$ cat config.mk
export PLATFORM = sky130hd
export DESIGN_NAME = radial_spotlight_luminance
export DESIGN_NICKNAME = d
export VERILOG_FILES = /design/src/rtl/rsl_pkg.sv /design/src/rtl/rsl_front.sv /design/src/rtl/rsl_sqrt_cell.sv /design/src/rtl/rsl_scale.sv /design/src/rtl/radial_spotlight_luminance.sv
export SDC_FILE = /design/constraint.sdc
export NUM_CORES = 2
export LEC_CHECK = 0
export ABC_AREA = 1
export BUFFER_PORTS_ARGS = -buffer_cell sky130_fd_sc_hd__buf_2
export CAP_MARGIN = 10
export CORE_ASPECT_RATIO = 0.6
export CORE_MARGIN = 2
export CORE_UTILIZATION = 50
export CTS_BUF_LIST = sky130_fd_sc_hd__clkbuf_4
export DETAILED_ROUTE_END_ITERATION = 6
export GPL_ROUTABILITY_DRIVEN = 0
export PLACE_DENSITY = 0.66
export SYNTH_ARGS = -nofsm -noshare
export SYNTH_HDL_FRONTEND = slang
export SYNTH_SLANG_ARGS = --single-unit
$ cat constraint.sdc
create_clock -name clk_i -period 8.71 [get_ports clk_i]
set_input_delay 0.871 -clock clk_i [delete_from_list [all_inputs] [get_ports clk_i]]
set_output_delay 0.871 -clock clk_i [all_outputs]
set_load 0.02 [all_outputs]
$ cat src/rtl/rsl_pkg.sv
// ----------------------------------------------------------------------------
// rsl_pkg
// Shared widths, fixed-point constants and register indexes for the radial
// spotlight luminance block.
// ----------------------------------------------------------------------------
package rsl_pkg;

  // configuration register width (signed center coordinates)
  localparam int unsigned CfgW = 14;

  // defaults for the top-level parameters
  localparam int unsigned CoordWidthDef = 12;
  localparam int unsigned LumWidthDef   = 16;

  // square root datapath
  localparam int unsigned RootW = 16;          // distance in Q8.8, below 160.0
  localparam int unsigned RadW  = 2 * RootW;   // radicand: clamped s, 16 zero bits
  localparam int unsigned RemW  = RootW + 3;   // partial remainder

  // saturation: d8 >= 160*256 exactly when s >= 160*160
  localparam int unsigned DistLimSq = 25600;

  // falloff factor, 16 fraction bits, 17 bits so that 1.0 fits
  localparam int unsigned FracW   = 16;
  localparam int unsigned FactorW = FracW + 1;
  localparam logic [FactorW-1:0] FracOne     = FactorW'(65536);
  localparam logic [FactorW-1:0] FactorFloor = FactorW'(13107);

  // d8*128/100 = (d8*32)/25, done as multiply by ceil(2^26/25) and shift
  localparam int unsigned ScaledW    = RootW + 5;
  localparam int unsigned RecipShift = 26;
  localparam int unsigned RecipW     = 22;
  localparam logic [RecipW-1:0] RecipMul = RecipW'((2 ** RecipShift + 24) / 25);

  typedef enum logic [0:0] {
    CfgCenterCol = 1'b0,
    CfgCenterRow = 1'b1
  } cfg_idx_e;

endpackage

$ cat src/rtl/rsl_front.sv
// ----------------------------------------------------------------------------
// rsl_front
// Offset from the center, squares and sum of squares; clamps the squared
// distance at the saturation point and forms the square root radicand.
// ----------------------------------------------------------------------------
module rsl_front
  import rsl_pkg::*;
#(
  parameter int unsigned CoordWidth = CoordWidthDef,
  parameter int unsigned LumWidth   = LumWidthDef
) (
  input  logic                  clk_i,
  input  logic                  rst_ni,
  input  logic                  valid_i,
  input  logic [CoordWidth-1:0] pixel_col_i,
  input  logic [CoordWidth-1:0] pixel_row_i,
  input  logic [LumWidth-1:0]   lum_i,
  input  logic [CfgW-1:0]       center_col_i,
  input  logic [CfgW-1:0]       center_row_i,
  output logic                  valid_o,
  output logic [RadW-1:0]       rad_o,
  output logic                  sat_o,
  output logic [LumWidth-1:0]   lum_o
);

  localparam int unsigned AbsW = ((CoordWidth > CfgW - 1) ? CoordWidth : CfgW - 1) + 1;
  localparam int unsigned DiffW = AbsW + 1;
  localparam int unsigned SqW   = 2 * AbsW;
  localparam int unsigned SumW  = SqW + 1;

  logic signed [DiffW-1:0] dx, dy;
  logic [AbsW-1:0]         adx_d, ady_d, adx_q, ady_q;
  logic [SqW-1:0]          sqx_q, sqy_q;
  logic [SumW-1:0]         sum;
  logic                    sat;
  logic [RootW-1:0]        clamped;
  logic [2:0]              valid_q;
  logic [LumWidth-1:0]     lum_a_q, lum_b_q;

  always_comb begin
    dx = $signed({{(DiffW-CoordWidth){1'b0}}, pixel_col_i})
       - $signed({{(DiffW-CfgW){center_col_i[CfgW-1]}}, center_col_i});
    dy = $signed({{(DiffW-CoordWidth){1'b0}}, pixel_row_i})
       - $signed({{(DiffW-CfgW){center_row_i[CfgW-1]}}, center_row_i});
    adx_d = dx[DiffW-1] ? AbsW'(-dx) : AbsW'(dx);
    ady_d = dy[DiffW-1] ? AbsW'(-dy) : AbsW'(dy);
  end

  always_comb begin
    sum     = SumW'(sqx_q) + SumW'(sqy_q);
    sat     = (sum >= SumW'(DistLimSq));
    clamped = sat ? RootW'(DistLimSq - 1) : sum[RootW-1:0];
  end

  always_ff @(posedge clk_i or negedge rst_ni) begin
    if (!rst_ni) begin
      valid_q <= '0;
    end else begin
      valid_q <= {valid_q[1:0], valid_i};
    end
  end

  always_ff @(posedge clk_i) begin
    adx_q   <= adx_d;
    ady_q   <= ady_d;
    lum_a_q <= lum_i;
    sqx_q   <= SqW'(adx_q) * SqW'(adx_q);
    sqy_q   <= SqW'(ady_q) * SqW'(ady_q);
    lum_b_q <= lum_a_q;
    rad_o   <= {clamped, {(RadW-RootW){1'b0}}};
    sat_o   <= sat;
    lum_o   <= lum_b_q;
  end

  assign valid_o = valid_q[2];

endmodule

$ cat src/rtl/rsl_sqrt_cell.sv
// ----------------------------------------------------------------------------
// rsl_sqrt_cell
// One step of a restoring integer square root: takes the next two radicand
// bits, decides one root bit and passes everything on to the next cell.
// ----------------------------------------------------------------------------
module rsl_sqrt_cell
  import rsl_pkg::*;
#(
  parameter int unsigned LumWidth = LumWidthDef
) (
  input  logic                clk_i,
  input  logic                rst_ni,
  input  logic                valid_i,
  input  logic [RadW-1:0]     rad_i,
  input  logic [RemW-1:0]     rem_i,
  input  logic [RootW-1:0]    root_i,
  input  logic                sat_i,
  input  logic [LumWidth-1:0] lum_i,
  output logic                valid_o,
  output logic [RadW-1:0]     rad_o,
  output logic [RemW-1:0]     rem_o,
  output logic [RootW-1:0]    root_o,
  output logic                sat_o,
  output logic [LumWidth-1:0] lum_o
);

  logic [RemW-1:0] cur, trial;
  logic            ge;

  always_comb begin
    cur   = {rem_i[RemW-3:0], rad_i[RadW-1 -: 2]};
    trial = RemW'({root_i, 2'b01});
    ge    = (cur >= trial);
  end

  always_ff @(posedge clk_i or negedge rst_ni) begin
    if (!rst_ni) begin
      valid_o <= 1'b0;
    end else begin
      valid_o <= valid_i;
    end
  end

  always_ff @(posedge clk_i) begin
    rad_o  <= {rad_i[RadW-3:0], 2'b00};
    rem_o  <= ge ? cur - trial : cur;
    root_o <= {root_i[RootW-2:0], ge};
    sat_o  <= sat_i;
    lum_o  <= lum_i;
  end

endmodule

$ cat src/rtl/rsl_scale.sv
// ----------------------------------------------------------------------------
// rsl_scale
// Turns the Q8.8 distance into the falloff factor and applies it to the
// luminance with a truncated product.
// ----------------------------------------------------------------------------
module rsl_scale
  import rsl_pkg::*;
#(
  parameter int unsigned LumWidth = LumWidthDef
) (
  input  logic                clk_i,
  input  logic                rst_ni,
  input  logic                valid_i,
  input  logic [RootW-1:0]    root_i,
  input  logic                sat_i,
  input  logic [LumWidth-1:0] lum_i,
  output logic                valid_o,
  output logic [LumWidth-1:0] lum_o
);

  localparam int unsigned RecProdW = ScaledW + RecipW;
  localparam int unsigned ProdW    = LumWidth + FactorW;

  logic [RecProdW-1:0] rec_prod;
  logic [RootW-1:0]    off_q;
  logic                sat_q;
  logic [LumWidth-1:0] lum_q;
  logic [FactorW-1:0]  factor;
  logic [ProdW-1:0]    prod;
  logic [1:0]          valid_q;

  // floor(d8*32/25) by reciprocal multiply, exact over the unsaturated range
  assign rec_prod = RecProdW'({root_i, 5'b0}) * RecProdW'(RecipMul);

  always_comb begin
    factor = sat_q ? FactorFloor : FracOne - FactorW'(off_q);
    prod   = ProdW'(lum_q) * ProdW'(factor);
  end

  always_ff @(posedge clk_i or negedge rst_ni) begin
    if (!rst_ni) begin
      valid_q <= '0;
    end else begin
      valid_q <= {valid_q[0], valid_i};
    end
  end

  always_ff @(posedge clk_i) begin
    off_q <= rec_prod[RecipShift +: RootW];
    sat_q <= sat_i;
    lum_q <= lum_i;
    lum_o <= prod[FracW +: LumWidth];
  end

  assign valid_o = valid_q[1];

endmodule

$ cat src/rtl/radial_spotlight_luminance.sv
// ----------------------------------------------------------------------------
// radial_spotlight_luminance
// Radial vignette: scales pixel luminance by a linear falloff with distance
// from a configurable center, saturating at 0.2 from 160 pixels outward.
// ----------------------------------------------------------------------------
// One pixel is taken in every clock cycle (busy_o stays low) and its result
// appears on lum_out_o with done_o high for one cycle, in input order. Each
// pixel passes through registers for the offset, the squares and the sum,
// then a chain of 16 square root cells that each decide one root bit, then
// registers for the factor and the final multiply. Results cannot
// be held off: the receiver must take each one in the cycle it is shown.
// Write the center registers only while no pixel is in flight.
module radial_spotlight_luminance
  import rsl_pkg::*;
#(
  parameter int unsigned CoordWidth = CoordWidthDef,
  parameter int unsigned LumWidth   = LumWidthDef
) (
  input  logic                  clk_i,
  input  logic                  rst_ni,
  input  logic                  start_i,
  output logic                  busy_o,
  input  logic [CoordWidth-1:0] pixel_col_i,
  input  logic [CoordWidth-1:0] pixel_row_i,
  input  logic [LumWidth-1:0]   lum_in_i,
  output logic                  done_o,
  output logic [LumWidth-1:0]   lum_out_o,
  input  logic                  cfg_we_i,
  input  logic [0:0]            cfg_idx_i,
  input  logic [CfgW-1:0]       cfg_data_i
);

  logic [CfgW-1:0] center_col_q, center_row_q;

  logic [RootW:0]               valid_c;
  logic [RootW:0][RadW-1:0]     rad_c;
  logic [RootW:0][RemW-1:0]     rem_c;
  logic [RootW:0][RootW-1:0]    root_c;
  logic [RootW:0]               sat_c;
  logic [RootW:0][LumWidth-1:0] lum_c;

  assign busy_o = 1'b0;

  always_ff @(posedge clk_i or negedge rst_ni) begin
    if (!rst_ni) begin
      center_col_q <= '0;
      center_row_q <= '0;
    end else if (cfg_we_i) begin
      unique case (cfg_idx_e'(cfg_idx_i))
        CfgCenterCol: center_col_q <= cfg_data_i;
        CfgCenterRow: center_row_q <= cfg_data_i;
        default: ;
      endcase
    end
  end

  rsl_front #(
    .CoordWidth(CoordWidth),
    .LumWidth  (LumWidth)
  ) u_front (
    .clk_i       (clk_i),
    .rst_ni      (rst_ni),
    .valid_i     (start_i && !busy_o),
    .pixel_col_i (pixel_col_i),
    .pixel_row_i (pixel_row_i),
    .lum_i       (lum_in_i),
    .center_col_i(center_col_q),
    .center_row_i(center_row_q),
    .valid_o     (valid_c[0]),
    .rad_o       (rad_c[0]),
    .sat_o       (sat_c[0]),
    .lum_o       (lum_c[0])
  );

  assign rem_c[0]  = '0;
  assign root_c[0] = '0;

  // one root bit per cell, most significant first
  for (genvar i = 0; i < RootW; i++) begin : g_cell
    rsl_sqrt_cell #(
      .LumWidth(LumWidth)
    ) u_cell (
      .clk_i  (clk_i),
      .rst_ni (rst_ni),
      .valid_i(valid_c[i]),
      .rad_i  (rad_c[i]),
      .rem_i  (rem_c[i]),
      .root_i (root_c[i]),
      .sat_i  (sat_c[i]),
      .lum_i  (lum_c[i]),
      .valid_o(valid_c[i+1]),
      .rad_o  (rad_c[i+1]),
      .rem_o  (rem_c[i+1]),
      .root_o (root_c[i+1]),
      .sat_o  (sat_c[i+1]),
      .lum_o  (lum_c[i+1])
    );
  end

  rsl_scale #(
    .LumWidth(LumWidth)
  ) u_scale (
    .clk_i  (clk_i),
    .rst_ni (rst_ni),
    .valid_i(valid_c[RootW]),
    .root_i (root_c[RootW]),
    .sat_i  (sat_c[RootW]),
    .lum_i  (lum_c[RootW]),
    .valid_o(done_o),
    .lum_o  (lum_out_o)
  );

endmodule

==> metrics.md <==
| Metric | Value |
|---|---|
| Post-synth ARST share | `5.22%` |
| Final Hold Fails | `0` |
| Share of the yosys chip area belonging to registers | `32.3%` |
| R2r setup slk | `1.16 ns` |
| Post-synthesis simple-gate area fraction | `15.1%` |
| CP Data Required Time | `9.76 ns` |
| Core area | `117000 um^2` |
| Outcome | `complete, but fails checks` |
| Crit-path max cell delay | `0.55 ns` |
| Critical-path maximum fanout | `9` |
| Fmax | `0.132 GHz` |
| Area of the multi-input gates | `34300 um^2` |
| Buffers on Ports | `75` |
| Layout Nets | `8206` |
| Initial drt markers | `3831` |
| DRC | `2` |
| Clk_lat worst skew | `1.21 ns` |
| CP dominant cell by count | `inv_1` |
| Syn. warnings | `0` |
| Post-DP HPWL | `111 mm` |
| Delay-heaviest family, CP | `adder cells` |
| Crit path kind | `reg2reg` |
| Routed wire length | `137 mm` |
| Complex-gate fraction of the synthesized area | `6.85%` |
| Crit path time final | `7.55 ns` |
| Setup TNS | `0 ns` |
| Hold/Removal Path Class | `in2reg` |
| Yosys reg bits | `939` |
| Total grt overflow | `0` |
| Main combinational cell family by area after synthesis | `adder cells` |
| Share of cells above drive strength 1 | `7.40%` |
| Worst Tran Pin Value | `1.09 ns` |
| TritonCTS Buffers | `210` |
| Final-report max-slew violation count | `0` |
| CP arrival | `8.60 ns` |
| Max_slew headroom | `26.7%` |
| Max stage delay cell, worst path | `fa_1` |
| # H-tree levels | `4` |
| Mean Syn Cell Area | `8.78 um^2` |
| # rows | `97` |
| Clock Path Buffers | `3` |
| Worst reg2reg endpoint | `u_scale.lum_o[13]$_DFF_P_` |
| Number of synthesized flops with an enable pin | `0` |
| Final setup vio count | `0` |
| RSZ-0062 raised after global routing | `no` |
| Hold path startpoint | `pixel_col_i[1]` |
| Setup crit start | `u_scale.off_q[1]$_DFF_P_` |
| Mapped cell area | `59000 um^2` |
| Area Growth Syn to Fin | `9.11%` |
| Initial antenna violation count | `4` |
| CP Buf/Inv Count | `8` |
| Boundary Pins | `77` |
| Final core utilization | `55.0%` |
| Max Cap Viol | `0` |
| Initial Util | `50.4%` |
| Top_reg_cell synth | `dfxtp_1` |
| Tcrit/Tclk final | `86.7%` |
| Synth cell types | `68` |
| Setup Buffers After CTS | `0` |
| Crit Reg-Reg Startpoint | `u_scale.off_q[1]$_DFF_P_` |
| CTS root buffer | `clkbuf_4` |
| Routed Antenna Nets | `0` |
| Adder-cell share of the synthesized area | `32.0%` |
| Fillers | `10700` |
| Clk_skew | `0.0909 ns` |
| Cell count of the worst reg-to-reg path | `34` |
| Placed Cells | `8313` |
| CTS tree | `built` |
| Vias in the first global route | `43900` |
| Die span in x | `447 um` |
| Die height | `270 um` |
| WL/cell | `15.7 um` |
| Post-synthesis mux area share | `0.0382%` |
| Layout Cells excl Fill | `8741` |
| FF+latch area | `19000 um^2` |
| WHS Path Cells | `4` |
| Clock slew at reported path FFs | `0.07 ns` |
| Synth Instances | `6717` |
| Num Clock Sinks | `939` |
| Tot GR Track Use | `23.5%` |
| Hold endpoint | `u_front.adx_q[1]$_DFF_P_` |
| Pin count of the biggest net entering global routing | `50` |
| Xor/xnor share of the synthesized area | `4.17%` |
| DIE AREA | `121000 um^2` |
| Violated checks | `DRC` |
| Critical Path End Type | `flop` |
| Startpoint types | `flop` |
| Vias | `43800` |
| First-pass GRT wire length | `228 mm` |
| Drt pass-1 iters | `7` |
| Avg Vias per Cell | `5.01` |
-- worst max-delay path by stage --
stage	endpoint	slack (ns)	cells past startpoint
after detailed placement	u_scale.lum_o[14]$_DFF_P_	1.38	32
after floorplan	u_scale.lum_o[10]$_DFF_P_	2.38	33
after global routing	u_scale.lum_o[14]$_DFF_P_	0.75	32
after CTS	u_scale.lum_o[14]$_DFF_P_	1.31	32
final	u_scale.lum_o[13]$_DFF_P_	1.16	34
after global placement	u_scale.lum_o[14]$_DFF_P_	1.62	34
-- through the flow --
step | worst slack [ns] | hold WS [ns] | instance area, um^2
after global routing | 0.752 | 0.124 | 64300
after CTS | 1.31 | 0.0533 | 64300
final | 1.16 | 0.225 | 64300
after global placement | 1.62 | 0.310 | 61100
after floorplan | 2.38 | 0.310 | 59000
after detailed placement | 1.38 | 0.312 | 61100
-- registers in the layout, indices dropped and copies added, names as in the netlist, 27 cells and up --
| name | count |
|---|---|
| g_cell.u_cell.lum_o | 256 |
| g_cell.u_cell.rem_o | 230 |
| g_cell.u_cell.root_o | 136 |
| g_cell.u_cell.rad_o | 56 |
| u_front.sqx_q | 27 |
| u_front.sqy_q | 27 |
-- placed cells by master (no fill, tap or decap), drive strengths merged, types with 27 or more instances in the layout --
cell	instances
ha	615
nand2	1224
clkbuf	299
a31oi	27
xnor2	116
dfrtp	49
dfxtp	890
nand3	218
or2	33
dlygate4sd3	34
nor3	79
inv	1395
nand4	56
clkinv	81
nor2	463
fa	557
o21ai	282
xor2	163
buf	92
a21oi	292
-- tightest hold or removal path: cells and delay by family --
| kind | cells | cell delay (ns) |
|---|---|---|
| buf+inv | 2 | 0.18 |
| compound gates | 1 | 0.16 |
| fa+ha+maj | 1 | 0.19 |
-- metal layers --
| layer | track usage, % | vias to the layer above | wire length (um) |
|---|---|---|---|
| li1 | - | 21500 | - |
| met1 | 37.1 | 20400 | 69000 |
| met2 | 30.4 | 1785 | 50100 |
| met3 | 7.84 | 148 | 16300 |
| met4 | 5.09 | 0 | 1760 |
| met5 | 0 | - | 0 |
-- cell families after synthesis --
family / Yosys count
and+or+nand+nor: 2122
adders and majority gates: 1172
muxes: 2
other: 1
AOI/OAI and AO/OA: 722
buffers and inverters: 1480
xor gates and xnor gates: 279
DFF: 939
-- cell type report --
| class | count | share of cell area [%] |
|---|---|---|
| flip-flops and latches | 939 | 29.6 |
| clock inverters | 86 | 0.988 |
| multi-input cells | 4300 | 53.3 |
| well taps | 1584 | 3.08 |
| repair buffers | 126 | 1.31 |
| inverters | 1398 | 8.16 |
| diodes | 9 | 0.0350 |
| clock buffers | 299 | 3.49 |
-- cell usage after synthesis, drive strengths merged, types with 6 or more instances --
cell type	number	share of area, %
nand3b	18	0.23
a221oi	9	0.13
a21oi	292	2.5
nand2	1224	7.8
inv	1387	8.8
nor3	79	0.79
nand4	56	0.60
a21boi	13	0.17
o21a	13	0.17
a21o	22	0.28
o21bai	18	0.24
nor4	25	0.28
or2	33	0.35
dfrtp	49	2.1
o2111ai	11	0.16
a31oi	27	0.29
ha	615	13
xor2	163	2.4
nor2	463	3.0
a211oi	6	0.076
clkbuf	58	0.37
dfxtp	890	30
o21ai	282	2.4
buf	24	0.26
o211ai	11	0.14
fa	557	19
clkinv	11	0.072
xnor2	116	1.7
nand3	218	1.9
-- timing repair --
item / CTS / global route
resized for setup: 0 / 0
endpoints found under the hold margin: 96 / 0
hold buffers: 34 / 0
Power is not shown: default switching activity piles up to over one toggle a cycle in this logic, so the estimate is an artifact.
